$ cat config.mk
export PLATFORM = sky130hd
export DESIGN_NAME = sync_word_frame_deframer_flat
export DESIGN_NICKNAME = d
export VERILOG_FILES = /design/src/design/swfd_pkg.sv /design/src/design/swfd_in_if.sv /design/src/design/swfd_out_if.sv /design/src/design/swfd_cfg_if.sv /design/src/design/sync_word_frame_deframer.sv /design/src/flat_wrapper.sv
export SDC_FILE = /design/constraint.sdc
export NUM_CORES = 1
export LEC_CHECK = 0
export BUFFER_PORTS_ARGS = -buffer_cell sky130_fd_sc_hd__buf_2
export CAP_MARGIN = 20
export CORE_ASPECT_RATIO = 1.5
export CORE_UTILIZATION = 61
export DETAILED_ROUTE_END_ITERATION = 8
export GPL_TIMING_DRIVEN = 1
export HOLD_SLACK_MARGIN = 0.02
export MAX_ROUTING_LAYER = met4
export PLACE_DENSITY_LB_ADDON = 0.1
export SETUP_SLACK_MARGIN = 0.02
export SLEW_MARGIN = 20
export SYNTH_ARGS = -nofsm -noshare
export SYNTH_HDL_FRONTEND = slang
export SYNTH_SLANG_ARGS = --single-unit
export TNS_END_PERCENT = 50
$ cat constraint.sdc
create_clock -name clk -period 8.94 [get_ports clk]
set_input_delay 0.894 -clock clk [delete_from_list [all_inputs] [get_ports clk]]
set_output_delay 0.894 -clock clk [all_outputs]
set_load 0.01 [all_outputs]
$ cat src/design/swfd_pkg.sv
package swfd_pkg;

    localparam int CMD_W       = 2;
    localparam int BYTE_W      = 8;
    localparam int CIDX_W      = 3;
    localparam int KIND_W      = 2;
    localparam int FIELD_W     = 16;
    localparam int TIME_W      = 64;
    localparam int CVAL_W      = 32;
    localparam int CFG_IDX_W   = 1;
    localparam int CFG_DATA_W  = 32;
    localparam int POS_W       = 5;
    localparam int NUM_CNT     = 8;

    localparam int COUNTER_WIDTH_DEFAULT = 32;
    localparam int HEADER_BYTES          = 18;

    localparam logic [31:0] SYNC_WORD = 32'hBBBB_0000;
    localparam int SYNC_BYTES = 4;

    // header byte positions, counted from the first sync byte
    localparam int HDR_SENDER_LO = 4;
    localparam int HDR_SENDER_HI = 5;
    localparam int HDR_SEQ_LO    = 6;
    localparam int HDR_SEQ_HI    = 7;
    localparam int HDR_LEN_LO    = 8;
    localparam int HDR_LEN_HI    = 9;
    localparam int HDR_TIME_LO   = 10;

    localparam logic [CMD_W-1:0] CMD_DATA = 2'd0;
    localparam logic [CMD_W-1:0] CMD_END  = 2'd1;
    localparam logic [CMD_W-1:0] CMD_READ = 2'd2;

    localparam logic [KIND_W-1:0] KIND_HEADER  = 2'd0;
    localparam logic [KIND_W-1:0] KIND_PAYLOAD = 2'd1;
    localparam logic [KIND_W-1:0] KIND_ABORT   = 2'd2;
    localparam logic [KIND_W-1:0] KIND_COUNTER = 2'd3;

    localparam logic [CIDX_W-1:0] CNT_RECORDS   = 3'd0;
    localparam logic [CIDX_W-1:0] CNT_SYNC_ERR  = 3'd1;
    localparam logic [CIDX_W-1:0] CNT_BAD_LEN   = 3'd2;
    localparam logic [CIDX_W-1:0] CNT_SHORT_HDR = 3'd3;
    localparam logic [CIDX_W-1:0] CNT_SHORT_PAY = 3'd4;
    localparam logic [CIDX_W-1:0] CNT_RESYNC    = 3'd5;
    localparam logic [CIDX_W-1:0] CNT_DISCARD   = 3'd6;
    localparam logic [CIDX_W-1:0] CNT_RECEIVED  = 3'd7;

    localparam logic [CFG_IDX_W-1:0] REG_PAYLOAD_LIMIT = 1'd0;
    localparam logic [CFG_IDX_W-1:0] REG_RECORD_LIMIT  = 1'd1;

    localparam logic [FIELD_W-1:0]    PAYLOAD_LIMIT_RESET = 16'hFFFF;
    localparam logic [CFG_DATA_W-1:0] RECORD_LIMIT_RESET  = 32'd0;

    localparam logic [2:0] BUMP_ONE         = 3'd1;
    localparam logic [2:0] BUMP_SLIDE_FLUSH = 3'd4;

endpackage

$ cat src/design/swfd_in_if.sv
interface swfd_in_if;
    logic                           valid;
    logic                           ready;
    logic [swfd_pkg::CMD_W-1:0]     command;
    logic [swfd_pkg::BYTE_W-1:0]    data_byte;
    logic [swfd_pkg::CIDX_W-1:0]    counter_index;

    modport source (output valid, command, data_byte, counter_index, input ready);
    modport sink   (input valid, command, data_byte, counter_index, output ready);
endinterface

$ cat src/design/swfd_out_if.sv
interface swfd_out_if;
    logic                           valid;
    logic                           ready;
    logic [swfd_pkg::KIND_W-1:0]    kind;
    logic [swfd_pkg::BYTE_W-1:0]    payload_byte;
    logic [swfd_pkg::FIELD_W-1:0]   src_addr;
    logic [swfd_pkg::FIELD_W-1:0]   sequence_number;
    logic [swfd_pkg::FIELD_W-1:0]   body_len;
    logic [swfd_pkg::TIME_W-1:0]    receive_time;
    logic                           last_in_record;
    logic [swfd_pkg::CVAL_W-1:0]    counter_value;

    modport source (output valid, kind, payload_byte, src_addr, sequence_number,
                    body_len, receive_time, last_in_record, counter_value,
                    input ready);
    modport sink   (input valid, kind, payload_byte, src_addr, sequence_number,
                    body_len, receive_time, last_in_record, counter_value,
                    output ready);
endinterface

$ cat src/design/swfd_cfg_if.sv
interface swfd_cfg_if;
    logic                               valid;
    logic                               ready;
    logic [swfd_pkg::CFG_IDX_W-1:0]     reg_index;
    logic [swfd_pkg::CFG_DATA_W-1:0]    write_data;

    modport source (output valid, reg_index, write_data, input ready);
    modport sink   (input valid, reg_index, write_data, output ready);
endinterface

$ cat src/design/sync_word_frame_deframer.sv
// Pipeline: an accepted item passes the middle stage register, then the output register.
// Throughput: one item per cycle unless the output stalls; at most one counter memory
// read-modify-write per item, its write-back forwarded to a back-to-back access of the
// same entry. Reset: search restarts at the first window fill, all counters read zero
// (per-entry valid bits), the payload length limit returns to 65535, record limit to 0.
module sync_word_frame_deframer #(
    parameter int COUNTER_WIDTH = swfd_pkg::COUNTER_WIDTH_DEFAULT
) (
    input  logic            clk,
    input  logic            rst_n,
    swfd_in_if.sink         link,
    swfd_out_if.source      result,
    swfd_cfg_if.sink        cfg
);

    localparam int CW   = COUNTER_WIDTH;
    localparam int CW1  = COUNTER_WIDTH + 1;
    localparam int CMPW = (COUNTER_WIDTH > 32) ? COUNTER_WIDTH : 32;
    localparam int BW   = swfd_pkg::BYTE_W;
    localparam int FW   = swfd_pkg::FIELD_W;
    localparam int TW   = swfd_pkg::TIME_W;
    localparam int PW   = swfd_pkg::POS_W;
    localparam int IW   = swfd_pkg::CIDX_W;
    localparam int KW   = swfd_pkg::KIND_W;

    typedef enum logic [3:0] {
        PH_FILL    = 4'b0001,
        PH_SLIDE   = 4'b0010,
        PH_HEADER  = 4'b0100,
        PH_PAYLOAD = 4'b1000
    } phase_t;

    // configuration
    logic [FW-1:0] payload_limit_reg;
    logic [31:0]   record_limit_reg;

    // framing state
    phase_t        phase_reg,   phase_next;
    logic [31:0]   window_reg,  window_next;
    logic [PW-1:0] pos_reg,     pos_next;
    logic [FW-1:0] sender_reg,  sender_next;
    logic [FW-1:0] seq_reg,     seq_next;
    logic [FW-1:0] len_reg,     len_next;
    logic [TW-1:0] time_reg,    time_next;
    logic [FW-1:0] remain_reg,  remain_next;

    // counters kept in flops: bumped by data items or needed for the record limit
    logic [CW-1:0] rec_cnt_reg,  rec_cnt_next;
    logic [CW-1:0] rsy_cnt_reg,  rsy_cnt_next;
    logic [CW-1:0] rx_cnt_reg,   rx_cnt_next;

    // counter memory
    logic [CW-1:0]                  cnt_mem [swfd_pkg::NUM_CNT];
    logic [swfd_pkg::NUM_CNT-1:0]   cnt_vld_reg;
    logic [CW-1:0]                  mem_q_reg;
    logic                           mem_v_reg;
    logic                           fwd_hit_reg;
    logic [CW-1:0]                  fwd_val_reg;

    // middle stage
    logic           stg_valid_reg;
    logic           stg_res_reg;
    logic [KW-1:0]  stg_kind_reg;
    logic [BW-1:0]  stg_byte_reg;
    logic [FW-1:0]  stg_sender_reg;
    logic [FW-1:0]  stg_seq_reg;
    logic [FW-1:0]  stg_len_reg;
    logic [TW-1:0]  stg_time_reg;
    logic           stg_last_reg;
    logic           stg_op_reg;
    logic [IW-1:0]  stg_idx_reg;
    logic [2:0]     stg_amt_reg;
    logic           stg_from_flop_reg;
    logic [CW-1:0]  stg_cval_reg;

    // output register
    logic           out_valid_reg;
    logic [KW-1:0]  out_kind_reg;
    logic [BW-1:0]  out_byte_reg;
    logic [FW-1:0]  out_sender_reg;
    logic [FW-1:0]  out_seq_reg;
    logic [FW-1:0]  out_len_reg;
    logic [TW-1:0]  out_time_reg;
    logic           out_last_reg;
    logic [31:0]    out_cval_reg;

    // combinational
    logic           stg_adv;
    logic           accept;
    logic           limit_hit;
    logic           idle_fill;
    logic           res_v;
    logic [KW-1:0]  res_kind;
    logic [BW-1:0]  res_byte;
    logic [FW-1:0]  res_sender;
    logic [FW-1:0]  res_seq;
    logic [FW-1:0]  res_len;
    logic [TW-1:0]  res_time;
    logic           res_last;
    logic           op_en;
    logic [IW-1:0]  op_idx;
    logic [2:0]     op_amt;
    logic [IW-1:0]  rd_addr;
    logic           from_flop;
    logic [CW-1:0]  flop_val;
    logic           rx_bump;
    logic           rsy_bump;
    logic           rec_bump;
    logic [2:0]     tbyte;
    logic [CW-1:0]  cur_val;
    logic [CW1-1:0] sum_wide;
    logic [CW-1:0]  stg_sum;
    logic           stg_wr;

    assign stg_adv    = !out_valid_reg || result.ready;
    assign link.ready = !stg_valid_reg || stg_adv;
    assign accept     = link.valid && link.ready;
    assign cfg.ready  = 1'b1;

    assign limit_hit = (record_limit_reg != '0)
                    && (CMPW'(rec_cnt_reg) >= CMPW'(record_limit_reg));
    assign idle_fill = (phase_reg == PH_FILL) && (pos_reg == '0);
    assign tbyte     = 3'(pos_reg - PW'(swfd_pkg::HDR_TIME_LO));

    always_comb
    begin
        phase_next  = phase_reg;
        window_next = window_reg;
        pos_next    = pos_reg;
        sender_next = sender_reg;
        seq_next    = seq_reg;
        len_next    = len_reg;
        time_next   = time_reg;
        remain_next = remain_reg;
        res_v       = 1'b0;
        res_kind    = swfd_pkg::KIND_HEADER;
        res_byte    = '0;
        res_sender  = '0;
        res_seq     = '0;
        res_len     = '0;
        res_time    = '0;
        res_last    = 1'b0;
        op_en       = 1'b0;
        op_idx      = swfd_pkg::CNT_SYNC_ERR;
        op_amt      = swfd_pkg::BUMP_ONE;
        rx_bump     = 1'b0;
        rsy_bump    = 1'b0;
        rec_bump    = 1'b0;
        if (accept)
        begin
            case (link.command)
                swfd_pkg::CMD_DATA:
                begin
                    if (!(idle_fill && limit_hit))
                    begin
                        rx_bump = 1'b1;
                        case (phase_reg)
                            PH_FILL:
                            begin
                                window_next = {window_reg[23:0], link.data_byte};
                                pos_next    = pos_reg + 1'b1;
                                if (pos_next == PW'(swfd_pkg::SYNC_BYTES))
                                begin
                                    if (window_next == swfd_pkg::SYNC_WORD)
                                    begin
                                        phase_next = PH_HEADER;
                                    end
                                    else
                                    begin
                                        op_en      = 1'b1;
                                        op_idx     = swfd_pkg::CNT_SYNC_ERR;
                                        phase_next = PH_SLIDE;
                                    end
                                end
                            end
                            PH_SLIDE:
                            begin
                                window_next = {window_reg[23:0], link.data_byte};
                                op_en       = 1'b1;
                                op_idx      = swfd_pkg::CNT_DISCARD;
                                if (window_next == swfd_pkg::SYNC_WORD)
                                begin
                                    rsy_bump   = 1'b1;
                                    phase_next = PH_HEADER;
                                    pos_next   = PW'(swfd_pkg::SYNC_BYTES);
                                end
                            end
                            PH_HEADER:
                            begin
                                case (pos_reg) inside
                                    PW'(swfd_pkg::HDR_SENDER_LO):
                                        sender_next[7:0] = link.data_byte;
                                    PW'(swfd_pkg::HDR_SENDER_HI):
                                        sender_next[15:8] = link.data_byte;
                                    PW'(swfd_pkg::HDR_SEQ_LO):
                                        seq_next[7:0] = link.data_byte;
                                    PW'(swfd_pkg::HDR_SEQ_HI):
                                        seq_next[15:8] = link.data_byte;
                                    PW'(swfd_pkg::HDR_LEN_LO):
                                        len_next[7:0] = link.data_byte;
                                    PW'(swfd_pkg::HDR_LEN_HI):
                                        len_next[15:8] = link.data_byte;
                                    [PW'(swfd_pkg::HDR_TIME_LO):PW'(swfd_pkg::HEADER_BYTES-1)]:
                                        time_next[tbyte*BW +: BW] = link.data_byte;
                                    default: ;
                                endcase
                                pos_next = pos_reg + 1'b1;
                                if (pos_reg == PW'(swfd_pkg::HEADER_BYTES-1))
                                begin
                                    if (len_next > payload_limit_reg)
                                    begin
                                        op_en       = 1'b1;
                                        op_idx      = swfd_pkg::CNT_BAD_LEN;
                                        phase_next  = PH_FILL;
                                        pos_next    = '0;
                                        window_next = '0;
                                    end
                                    else
                                    begin
                                        res_v      = 1'b1;
                                        res_kind   = swfd_pkg::KIND_HEADER;
                                        res_sender = sender_next;
                                        res_seq    = seq_next;
                                        res_len    = len_next;
                                        res_time   = time_next;
                                        if (len_next == '0)
                                        begin
                                            res_last    = 1'b1;
                                            rec_bump    = 1'b1;
                                            phase_next  = PH_FILL;
                                            pos_next    = '0;
                                            window_next = '0;
                                        end
                                        else
                                        begin
                                            remain_next = len_next;
                                            phase_next  = PH_PAYLOAD;
                                        end
                                    end
                                end
                            end
                            PH_PAYLOAD:
                            begin
                                res_v       = 1'b1;
                                res_kind    = swfd_pkg::KIND_PAYLOAD;
                                res_byte    = link.data_byte;
                                remain_next = remain_reg - 1'b1;
                                if (remain_next == '0)
                                begin
                                    res_last    = 1'b1;
                                    rec_bump    = 1'b1;
                                    phase_next  = PH_FILL;
                                    pos_next    = '0;
                                    window_next = '0;
                                end
                            end
                            default: ;
                        endcase
                    end
                end
                swfd_pkg::CMD_END:
                begin
                    if (!idle_fill)
                    begin
                        case (phase_reg)
                            PH_FILL, PH_HEADER:
                            begin
                                op_en  = 1'b1;
                                op_idx = swfd_pkg::CNT_SHORT_HDR;
                            end
                            PH_SLIDE:
                            begin
                                op_en  = 1'b1;
                                op_idx = swfd_pkg::CNT_DISCARD;
                                op_amt = swfd_pkg::BUMP_SLIDE_FLUSH;
                            end
                            default:
                            begin
                                op_en    = 1'b1;
                                op_idx   = swfd_pkg::CNT_SHORT_PAY;
                                res_v    = 1'b1;
                                res_kind = swfd_pkg::KIND_ABORT;
                            end
                        endcase
                        phase_next  = PH_FILL;
                        pos_next    = '0;
                        window_next = '0;
                    end
                end
                swfd_pkg::CMD_READ:
                begin
                    res_v    = 1'b1;
                    res_kind = swfd_pkg::KIND_COUNTER;
                end
                default: ;
            endcase
        end
    end

    always_comb
    begin
        rd_addr = (link.command == swfd_pkg::CMD_READ) ? link.counter_index : op_idx;
        from_flop = (link.command == swfd_pkg::CMD_READ)
                 && (link.counter_index == swfd_pkg::CNT_RECORDS
                  || link.counter_index == swfd_pkg::CNT_RESYNC
                  || link.counter_index == swfd_pkg::CNT_RECEIVED);
        case (link.counter_index)
            swfd_pkg::CNT_RECORDS: flop_val = rec_cnt_reg;
            swfd_pkg::CNT_RESYNC:  flop_val = rsy_cnt_reg;
            default:               flop_val = rx_cnt_reg;
        endcase
    end

    assign rec_cnt_next = (rec_bump && rec_cnt_reg != '1) ? rec_cnt_reg + 1'b1 : rec_cnt_reg;
    assign rsy_cnt_next = (rsy_bump && rsy_cnt_reg != '1) ? rsy_cnt_reg + 1'b1 : rsy_cnt_reg;
    assign rx_cnt_next  = (rx_bump && rx_cnt_reg != '1) ? rx_cnt_reg + 1'b1 : rx_cnt_reg;

    // read-modify-write of the counter memory
    assign cur_val  = fwd_hit_reg ? fwd_val_reg : (mem_v_reg ? mem_q_reg : '0);
    assign sum_wide = {1'b0, cur_val} + CW1'(stg_amt_reg);
    assign stg_sum  = sum_wide[CW] ? '1 : sum_wide[CW-1:0];
    assign stg_wr   = stg_valid_reg && stg_adv && stg_op_reg;

    always_ff @(posedge clk)
    begin
        if (stg_wr)
        begin
            cnt_mem[stg_idx_reg] <= stg_sum;
        end
        if (accept)
        begin
            mem_q_reg   <= cnt_mem[rd_addr];
            fwd_val_reg <= stg_sum;
        end
    end

    always_ff @(posedge clk or negedge rst_n)
    begin
        if (!rst_n)
        begin
            cnt_vld_reg <= '0;
            mem_v_reg   <= 1'b0;
            fwd_hit_reg <= 1'b0;
        end
        else
        begin
            if (stg_wr)
            begin
                cnt_vld_reg[stg_idx_reg] <= 1'b1;
            end
            if (accept)
            begin
                mem_v_reg   <= cnt_vld_reg[rd_addr];
                fwd_hit_reg <= stg_wr && (stg_idx_reg == rd_addr);
            end
        end
    end

    // configuration writes
    always_ff @(posedge clk or negedge rst_n)
    begin
        if (!rst_n)
        begin
            payload_limit_reg <= swfd_pkg::PAYLOAD_LIMIT_RESET;
            record_limit_reg  <= swfd_pkg::RECORD_LIMIT_RESET;
        end
        else if (cfg.valid)
        begin
            case (cfg.reg_index)
                swfd_pkg::REG_PAYLOAD_LIMIT: payload_limit_reg <= cfg.write_data[FW-1:0];
                swfd_pkg::REG_RECORD_LIMIT:  record_limit_reg  <= cfg.write_data;
                default: ;
            endcase
        end
    end

    // framing state and flop counters
    always_ff @(posedge clk or negedge rst_n)
    begin
        if (!rst_n)
        begin
            phase_reg   <= PH_FILL;
            window_reg  <= '0;
            pos_reg     <= '0;
            sender_reg  <= '0;
            seq_reg     <= '0;
            len_reg     <= '0;
            time_reg    <= '0;
            remain_reg  <= '0;
            rec_cnt_reg <= '0;
            rsy_cnt_reg <= '0;
            rx_cnt_reg  <= '0;
        end
        else
        begin
            phase_reg   <= phase_next;
            window_reg  <= window_next;
            pos_reg     <= pos_next;
            sender_reg  <= sender_next;
            seq_reg     <= seq_next;
            len_reg     <= len_next;
            time_reg    <= time_next;
            remain_reg  <= remain_next;
            rec_cnt_reg <= rec_cnt_next;
            rsy_cnt_reg <= rsy_cnt_next;
            rx_cnt_reg  <= rx_cnt_next;
        end
    end

    // middle stage
    always_ff @(posedge clk or negedge rst_n)
    begin
        if (!rst_n)
        begin
            stg_valid_reg <= 1'b0;
            stg_res_reg   <= 1'b0;
            stg_op_reg    <= 1'b0;
        end
        else if (accept)
        begin
            stg_valid_reg <= 1'b1;
            stg_res_reg   <= res_v;
            stg_op_reg    <= op_en;
        end
        else if (stg_adv)
        begin
            stg_valid_reg <= 1'b0;
        end
    end

    always_ff @(posedge clk)
    begin
        if (accept)
        begin
            stg_kind_reg      <= res_kind;
            stg_byte_reg      <= res_byte;
            stg_sender_reg    <= res_sender;
            stg_seq_reg       <= res_seq;
            stg_len_reg       <= res_len;
            stg_time_reg      <= res_time;
            stg_last_reg      <= res_last;
            stg_idx_reg       <= op_idx;
            stg_amt_reg       <= op_amt;
            stg_from_flop_reg <= from_flop;
            stg_cval_reg      <= flop_val;
        end
    end

    // output register
    always_ff @(posedge clk or negedge rst_n)
    begin
        if (!rst_n)
        begin
            out_valid_reg <= 1'b0;
        end
        else if (stg_adv)
        begin
            out_valid_reg <= stg_valid_reg && stg_res_reg;
        end
    end

    always_ff @(posedge clk)
    begin
        if (stg_adv)
        begin
            out_kind_reg   <= stg_kind_reg;
            out_byte_reg   <= stg_byte_reg;
            out_sender_reg <= stg_sender_reg;
            out_seq_reg    <= stg_seq_reg;
            out_len_reg    <= stg_len_reg;
            out_time_reg   <= stg_time_reg;
            out_last_reg   <= stg_last_reg;
            if (stg_kind_reg == swfd_pkg::KIND_COUNTER)
            begin
                out_cval_reg <= stg_from_flop_reg ? 32'(stg_cval_reg) : 32'(cur_val);
            end
            else
            begin
                out_cval_reg <= '0;
            end
        end
    end

    assign result.valid           = out_valid_reg;
    assign result.kind            = out_kind_reg;
    assign result.payload_byte    = out_byte_reg;
    assign result.src_addr        = out_sender_reg;
    assign result.sequence_number = out_seq_reg;
    assign result.body_len        = out_len_reg;
    assign result.receive_time    = out_time_reg;
    assign result.last_in_record  = out_last_reg;
    assign result.counter_value   = out_cval_reg;

endmodule

$ cat src/flat_wrapper.sv
// flat-port wrapper written by rule: the top's interface ports become plain ports
module sync_word_frame_deframer_flat 
#(
    parameter int COUNTER_WIDTH = swfd_pkg::COUNTER_WIDTH_DEFAULT
)
  (clk, rst_n, link_valid, link_command, link_data_byte, link_counter_index, link_ready, result_valid, result_kind, result_payload_byte, result_src_addr, result_sequence_number, result_body_len, result_receive_time, result_last_in_record, result_counter_value, result_ready, cfg_valid, cfg_reg_index, cfg_write_data, cfg_ready);
  swfd_in_if link_i ();
  swfd_out_if result_i ();
  swfd_cfg_if cfg_i ();
  input  logic clk;
  input  logic rst_n;
  input wire logic [$bits(link_i.valid)-1:0] link_valid;
  input wire logic [$bits(link_i.command)-1:0] link_command;
  input wire logic [$bits(link_i.data_byte)-1:0] link_data_byte;
  input wire logic [$bits(link_i.counter_index)-1:0] link_counter_index;
  output wire logic [$bits(link_i.ready)-1:0] link_ready;
  output wire logic [$bits(result_i.valid)-1:0] result_valid;
  output wire logic [$bits(result_i.kind)-1:0] result_kind;
  output wire logic [$bits(result_i.payload_byte)-1:0] result_payload_byte;
  output wire logic [$bits(result_i.src_addr)-1:0] result_src_addr;
  output wire logic [$bits(result_i.sequence_number)-1:0] result_sequence_number;
  output wire logic [$bits(result_i.body_len)-1:0] result_body_len;
  output wire logic [$bits(result_i.receive_time)-1:0] result_receive_time;
  output wire logic [$bits(result_i.last_in_record)-1:0] result_last_in_record;
  output wire logic [$bits(result_i.counter_value)-1:0] result_counter_value;
  input wire logic [$bits(result_i.ready)-1:0] result_ready;
  input wire logic [$bits(cfg_i.valid)-1:0] cfg_valid;
  input wire logic [$bits(cfg_i.reg_index)-1:0] cfg_reg_index;
  input wire logic [$bits(cfg_i.write_data)-1:0] cfg_write_data;
  output wire logic [$bits(cfg_i.ready)-1:0] cfg_ready;
  assign link_i.valid = link_valid;
  assign link_i.command = link_command;
  assign link_i.data_byte = link_data_byte;
  assign link_i.counter_index = link_counter_index;
  assign link_ready = link_i.ready;
  assign result_valid = result_i.valid;
  assign result_kind = result_i.kind;
  assign result_payload_byte = result_i.payload_byte;
  assign result_src_addr = result_i.src_addr;
  assign result_sequence_number = result_i.sequence_number;
  assign result_body_len = result_i.body_len;
  assign result_receive_time = result_i.receive_time;
  assign result_last_in_record = result_i.last_in_record;
  assign result_counter_value = result_i.counter_value;
  assign result_i.ready = result_ready;
  assign cfg_i.valid = cfg_valid;
  assign cfg_i.reg_index = cfg_reg_index;
  assign cfg_i.write_data = cfg_write_data;
  assign cfg_ready = cfg_i.ready;
  sync_word_frame_deframer #(.COUNTER_WIDTH(COUNTER_WIDTH)) u_core (.clk(clk), .rst_n(rst_n), .link(link_i), .result(result_i), .cfg(cfg_i));
endmodule
==> results of run 1 <==
cells by family after synthesis:
family                   synth area share
AND/OR/NAND/NOR                    0.1447
flip-flops                         0.6571
AO/OA/AOI/OAI                     0.06273
buffers and inverters             0.02578
multiplexers                      0.06379
XOR/XNOR                          0.02612
adder cells (fa/ha/maj)           0.01972
other                          0.00009092
worst max-delay path, stage by stage (launching register included):
cell and delay, ps:
dfrtp_1 720, inv_1 250, ha_1 380, nor2b_1 530, nand3_1 620, mux2i_1 470
inv_1 120, ha_1 300, nand4_1 150, or2_2 140, o221ai_1 110, a2111oi_2 930
nor3_1 410, o21ai_4 570, buf_16 240, buf_4 400, a311oi_1 110, a31o_2 280
per-stage QoR:
stage	power (mW)	util	area [um2]	hold WS, ps
floorplan	7.175	-	41250	400.3
global placement	7.935	0.6468	43180	404.1
detailed placement	8.029	0.6468	43180	404.5
CTS	11.79	0.6906	46110	290.9
global route	12.22	0.6918	46190	298.4
finish	11.75	0.6918	46190	213.5
synth_stat cells, types with 5 or more instances:
cell	instances
inv_1	91
ha_1	65
a31o_1	6
or4b_1	5
clkbuf_1	101
o22ai_1	9
xor2_1	57
o21a_1	9
and3_1	71
nand2_1	552
edfxtp_1	636
o21ai_0	70
and2_1	23
xnor2_1	66
nand2b_1	20
mux2i_1	111
a311oi_1	32
nor4_1	29
buf_2	52
nor2_1	235
nor2b_1	28
a31o_2	27
nand3_1	140
o211ai_1	10
a21oi_1	100
and4_1	11
nor3_1	41
a22o_1	19
o21ai_1	6
nand3b_1	5
a22oi_1	43
buf_1	12
dfrtp_1	302
nand4_1	50
a21o_1	21
mux2_2	135
or3_1	12
dfstp_2	17
or2_2	14
metal layers:
| metal | share of wire | GRT usage |
|---|---|---|
| met5 | 0 | - |
| met4 | 0.050 | 0.1540 |
| met3 | 0.058 | 0.04040 |
| met2 | 0.51 | 0.5240 |
| met1 | 0.38 | 0.3718 |
area by class of cell:
class | count | share of cell area
sequential | 955 | 0.5867
multi-input combinational | 2091 | 0.2862
clock buffer | 130 | 0.05642
timing repair buffer | 255 | 0.03210
tap | 885 | 0.02397
inverter | 91 | 0.007557
clock inverter | 32 | 0.006853
antenna | 3 | 0.0001625
power groups by stage:
stage	clock network, mW	registers [mW]	logic [mW]
final	3.78	5.71	2.26
after detailed placement	0	5.79	2.24
after CTS	3.83	5.71	2.25
after floorplan	0	5.78	1.40
after global routing	3.99	5.76	2.47
after global placement	0	5.78	2.16
cell usage in the layout, fill, tap and decap left out, types with 14 or more instances in the layout:
cell type / Yosys / routed
edfxtp_1: 636 / 636
nand2_1: 552 / 550
dfrtp_1: 302 / 302
nor2_1: 235 / 227
buf_2: 52 / 206
nand3_1: 140 / 140
mux2_2: 135 / 135
mux2i_1: 111 / 111
a21oi_1: 100 / 100
clkbuf_16: 0 / 93
inv_1: 91 / 90
o21ai_0: 70 / 70
and3_1: 71 / 70
xnor2_1: 66 / 66
ha_1: 65 / 65
xor2_1: 57 / 57
nand4_1: 50 / 50
a22oi_1: 43 / 43
buf_4: 2 / 41
nor3_1: 41 / 36
a311oi_1: 32 / 32
nor4_1: 29 / 29
a31o_2: 27 / 27
nor2b_1: 28 / 26
and2_1: 23 / 23
clkbuf_1: 101 / 23
a21o_1: 21 / 20
nand2b_1: 20 / 19
a22o_1: 19 / 19
dfstp_2: 17 / 17
or2_2: 14 / 14
clkbuf_8: 0 / 14
how the worst min path moves through the flow:
stage                                          start                                        to  slack (ps)  depth (start not counted)
5_1_grt                                        rst_n             u_core.seq_reg[6]$_DFFE_PN0P_         300                          1
6_report                                       rst_n             u_core.seq_reg[0]$_DFFE_PN0P_         210                          1
4_1_cts                                        rst_n             u_core.seq_reg[6]$_DFFE_PN0P_         290                          1
3_3_place_gp   u_core.stg_time_reg[47]$_SDFFCE_PP0P_  u_core.result.receive_time[47]$_DFFE_PP_         400                          0
2_1_floorplan    u_core.stg_len_reg[0]$_SDFFCE_PP0P_       u_core.result.body_len[0]$_DFFE_PP_         400                          0
3_5_place_dp   u_core.stg_time_reg[60]$_SDFFCE_PP0P_  u_core.result.receive_time[60]$_DFFE_PP_         400                          0
==> qor.txt, run 1 <==
Status = complete, no violations
CP Capture Type = register
Largest register FFs = 256
DP HPWL = 67530 um
Clk network pwr share = 0.321
Synth Register Bits = 955
Max Clk Rate = 141.9 MHz
Filler cells = 4749
VDD IR-drop max = 188.6 uV
RSZ-0062 raised after global routing = false
CTS tree = done
FFs w/ async S/R, synth = 0.3340
Reg2reg end = u_core.mem_q_reg[27]$_DFFE_PP_
Part of the power in registers = 0.486
Critical path class = reg -> reg
Largest net degree at the start of global routing = 135
R2R Path Start = u_core.pos_reg[0]$_DFFE_PN0P_
Final-report hold violation count = 0
Comb pwr share = 0.192
Max Root-Sink Buffers = 3
Clock sinks = 955
Routability cong. = 0.9071
Max_slew headroom = 0.2435
First-pass GRT wire length = 157300 um
# hold bufs at CTS = 0
Total GRT Usage = 0.3115
Total net switching power = 3.472 mW
Synthesized area = 0.04125 mm2
Synth warn = 0
Sequential area share after synthesis = 0.6571
I/O pin count = 209
Cell taking the most area after synthesis = edfxtp_1
Synth top area share = 0.4630
Nets@finish = 3597
Vias in the first global route = 27000
Ratio of cells with drive above 1 in the final layout = 0.1787
Max-cap check violation count = 0
Die W = 214.3 um
Initial antenna violation count = 3
Iteration-0 DRC Markers = 2573
Post-Syn Instances = 3306
End of the critical path = u_core.mem_q_reg[27]$_DFFE_PP_
Post-synth EDFFs = 636
Area delta synth->final = 11.99%
Cell row count = 116
Layout Cells excl Fill = 4442
Top reg by flops = u_core.cnt_mem
Worst-path maximum fanout = 33
Post-layout minimum cycle time = 7047 ps
Clk pin slew, worst setup/hold paths = 70 ps
Starting Density = 0.6178
Clock root cell = clkbuf_16
Top_reg_cell synth = edfxtp_1
Pwr Density = 254.4 mW/mm2
Setup violators final = 0
Net Count, Synth = 3422
Static Leak = 19.15 nW
Post-CTS setup buffer count = 0
Critical path launch point type = register
Post-synth cell types = 79
Placed insts = 4275
Setup TNS Final = 0 ps
Die footprint = 0.06868 mm2
Die height = 320.5 um
Drt first pass iters = 6
Final max-slew violation count = 0
Post_cts resized = 0
Worst path required time = 9360 ps
Sw frac = 0.2954
DR DRC count = 0
Worst Clk Skew = 31.47 ps
DR vias = 26910
Overflow after GRT = 0
Syn Area/Cell = 12.48 um2
Clk_lat worst skew = 680 ps
Period utilisation layout = 0.7882
Int Power = 8.280 mW
Pre-CTS setup slack = 1779 ps
Crit path DAT = 7460 ps
Top post-synthesis cells by area = edfxtp_1, dfrtp_1, nand2_1, mux2_2, mux2i_1
Register-to-Register Path Depth = 17
PnR worst setup slack = 1893 ps
CTS Buf Count = 87
Final wirelength = 103000 um
# H-tree levels = 3
Sequential cell area = 0.02710 mm2
Crit path launch = u_core.pos_reg[0]$_DFFE_PN0P_
WL per Instance = 23.19 um
Core area = 0.06676 mm2
IO buf count = 207
Vias/cell = 6.057
Actual slew at the worst max-slew pin = 1123 ps
Multi-input logic area = 0.01322 mm2
Hold Path Class = in -> async
R2R setup slack = 1890 ps
Final ANT Viol Nets = 0
Power figures use the tool's default switching activity.
==> run 2, diff against run 1 <==
Settings changed: CORE_UTILIZATION 61 to 55.
Clock period 8.94 ns to 5.83 ns, I/O delays scaled along.
==> run 2 against run 1 <==
  * Combinational power grew 55%
  * Die area increased by 11%
  * First-iteration DRC count fell by 23%
  * Clock skew is 2.5 ps lower
  * Critical path depth stayed put
  * Via count decreased by 0.59%
  * Sequential power increased by 53%
  * Register-to-register slack lost 1300 ps
==> qor.txt, run 2 (synthesis gave the netlist of run 1 again) <==
Cell row count = 122 (+5.2%)
Drt first pass iters = 5 (-1)
Actual slew at the worst max-slew pin = 1104 ps (-19.23 ps)
IO buf count = 207 (unchanged)
Crit path DAT = 5660 ps (-1800 ps)
Overflow after GRT = 0 (unchanged)
Comb pwr share = 0.194 (+0.002)
RSZ-0062 raised after global routing = false
Static Leak = 19.23 nW (+0.41%)
Die W = 225.6 um (+5.3%)
Most frequent cells in the layout = edfxtp_1, nand2_1, dfrtp_1
Setup violators final = 0 (unchanged)
Vias in the first global route = 27090 (+0.36%)
Max_slew headroom = 0.2619 (+0.01834)
Worst-path maximum fanout = 83 (+150%)
I/O pin count = 209 (unchanged)
First-pass GRT wire length = 159500 um (+1.4%)
Die height = 337.4 um (+5.3%)
Commonest non-fill, non-tap cell in the layout = edfxtp_1
Worst Clk Skew = 29.01 ps (-2.458 ps)
Vias/cell = 5.859 (-3.3%)
Hold Path Depth = 2
Part of the power in registers = 0.484 (-0.002)
Clock root cell = clkbuf_16
Worst hold start = cfg_write_data[28]
Pwr Density = 389.5 mW/mm2 (+53%)
Total GRT Usage = 0.2868 (-0.02474)
Critical path class = reg -> reg
Max Root-Sink Buffers = 3 (unchanged)
Worst path required time = 6250 ps (-3110 ps)
Setup TNS Final = 0 ps (unchanged)
Largest net degree at the start of global routing = 143 (+5.9%)
DP HPWL = 68800 um (+1.9%)
DR DRC count = 0 (unchanged)
Final ANT Viol Nets = 0 (unchanged)
R2R Path Start = u_core.pos_reg[1]$_DFFE_PN0P_
Ratio of cells with drive above 1 in the final layout = 0.1825 (+0.003783)
Top reg by flops = u_core.cnt_mem
Hold Path Class = in -> reg
Critical-path top delay cell = nand2_4
Post-layout minimum cycle time = 5235 ps (-1812 ps)
Routability cong. = 0.9253 (+2.0%)
Final max-slew violation count = 0 (unchanged)
Post-CTS setup buffer count = 0 (unchanged)
Period utilisation layout = 0.8979 (+0.1097)
Core area = 0.07403 mm2 (+11%)
Area delta synth->final = 12.58%
Clk network pwr share = 0.322 (about the same)
R2R setup slack = 600 ps (-1300 ps)
Endpoint of the worst hold path = u_core.record_limit_reg[28]$_DFFE_PN0P_
Total net switching power = 5.398 mW (+55%)
Iteration-0 DRC Markers = 1973 (-23%)
Reg2reg end = u_core.stg_time_reg[19]$_SDFFCE_PP0P_
CTS tree = done
Initial antenna violation count = 2 (-1)
Register-to-Register Path Depth = 17 (unchanged)
Clk pin slew, worst setup/hold paths = 70 ps (about the same)
CTS Buf Count = 89 (+2.3%)
Final wirelength = 103900 um (+0.84%)
Pwr Total = 18.09 mW (+54%)
Starting Density = 0.5571 (-0.06066)
VDD IR-drop max = 325.7 uV (+73%)
Most frequent CP cell = buf_4
CP cell instances = inv_1 > ha_1 > buf_4 > nor4bb_2 > buf_4 > mux2i_1 > inv_1 > ha_1 > nand4_1 > nor4_1 > a2111oi_2 > buf_4 > nor2_1 > nor2_1 > nand2_4 > buf_4 > nor2_1
Critical path launch point type = register
# H-tree levels = 3 (unchanged)
Int Power = 12.69 mW (+53%)
Max-cap check violation count = 0 (unchanged)
WL per Instance = 22.76 um (-1.9%)
Crit path launch = u_core.pos_reg[1]$_DFFE_PN0P_
Sw frac = 0.2984 (+0.003001)
Clock sinks = 955 (unchanged)
Die footprint = 0.07612 mm2 (+11%)
Largest stage delay, worst path = 680 ps (-250 ps)
CP Capture Type = register
Clk_lat worst skew = 680 ps (about the same)
Final-report hold violation count = 0 (unchanged)
Status = complete, no violations
Nets@finish = 3612 (+0.42%)
Largest register FFs = 256 (unchanged)
Max Clk Rate = 191.0 MHz (+35%)
DR vias = 26750 (-0.59%)
==> run 2: cell count changes in the layout (fill, tap and decap cells not counted), moves of 3 or more <==
cell,change
nor2_2,-6
clkbuf_16,-4
buf_12,+3
buf_4,+13
clkbuf_8,-10
bufinv_16,+5
clkinv_2,+17
nor2_4,+6
clkinvlp_4,-4
clkbuf_1,-11
clkinv_1,+8
==> run 2: worst max-delay path by stage <==
| stage | depth (start not counted) | end | slack, ps |
|---|---|---|---|
| floorplan | 4 | u_core.cnt_mem[0][0]$_DFFE_PP_ | 20 |
| global placement | 18 | u_core.stg_time_reg[53]$_SDFFCE_PP0P_ | 630 |
| detailed placement | 19 | u_core.stg_time_reg[19]$_SDFFCE_PP0P_ | 410 |
| CTS | 18 | u_core.stg_time_reg[19]$_SDFFCE_PP0P_ | 410 |
| global route | 18 | u_core.rec_cnt_reg[9]$_DFFE_PN0P_ | 180 |
| finish | 17 | u_core.stg_time_reg[19]$_SDFFCE_PP0P_ | 600 |
==> run 2: area by class of cell <==
cell class,count,area (um2)
Sequential cell,955,27100
Tap cell,992,1241
Fill cell,5762,27600
Clock inverter,58,581.8
Antenna cell,5,12.51
Timing Repair Buffer,268,1573
Clock buffer,105,2327
Multi-Input combinational cell,2091,13250
Inverter,91,345.3
==> run 2: repair_timing <==
item	CTS	global route
resized for setup	0	1
setup endpoints to repair	0	31
hold buffers	1	0
endpoints found under the hold margin	49	0
==> run 2: power groups by stage <==
stage               registers, mW  logic [mW]  clock network [mW]
finish                       8.76        3.51                5.82
global route                 8.83        3.85                6.17
CTS                          8.75        3.52                5.92
detailed placement           8.87        3.51                   0
global placement             8.86        3.40                   0
floorplan                    8.83        2.15                   0
==> run 2: critical path: cells and delay by family (launching register included) <==
| kind | cells | cell delay (ps) |
|---|---|---|
| fa+ha+maj | 2 | 510 |
| flops | 1 | 460 |
| compound gates | 1 | 180 |
| mux | 1 | 560 |
| buf+inv | 6 | 1350 |
| simple gates | 7 | 1820 |
==> run 2: per-stage QoR <==
step / utilization / instance area (um2) / std cells / hold WS (ps) / worst slack, ps
2_1_floorplan: - / 41260 / 3306 / 287.4 / 23.55
3_3_place_gp: 0.5874 / 43490 / 4396 / 403.4 / 625.7
3_5_place_dp: 0.5874 / 43490 / 4396 / 404.5 / 407.4
4_1_cts: 0.6268 / 46400 / 4560 / 117.0 / 413.9
5_1_grt: 0.6271 / 46430 / 4562 / 140.1 / 178.5
6_report: 0.6272 / 46430 / 4565 / 151.9 / 595.2
==> run 2: metal layers <==
| metal | track usage | part of all wire | wire length, um | vias to the layer above |
|---|---|---|---|---|
| met4 | 0.1256 | 0.041 | 4222 | 0 |
| li1 | - | - | - | 12280 |
| met5 | - | 0 | 0 | - |
| met1 | 0.3388 | 0.39 | 40690 | 13430 |
| met2 | 0.4932 | 0.52 | 53750 | 844 |
| met3 | 0.03485 | 0.050 | 5230 | 186 |
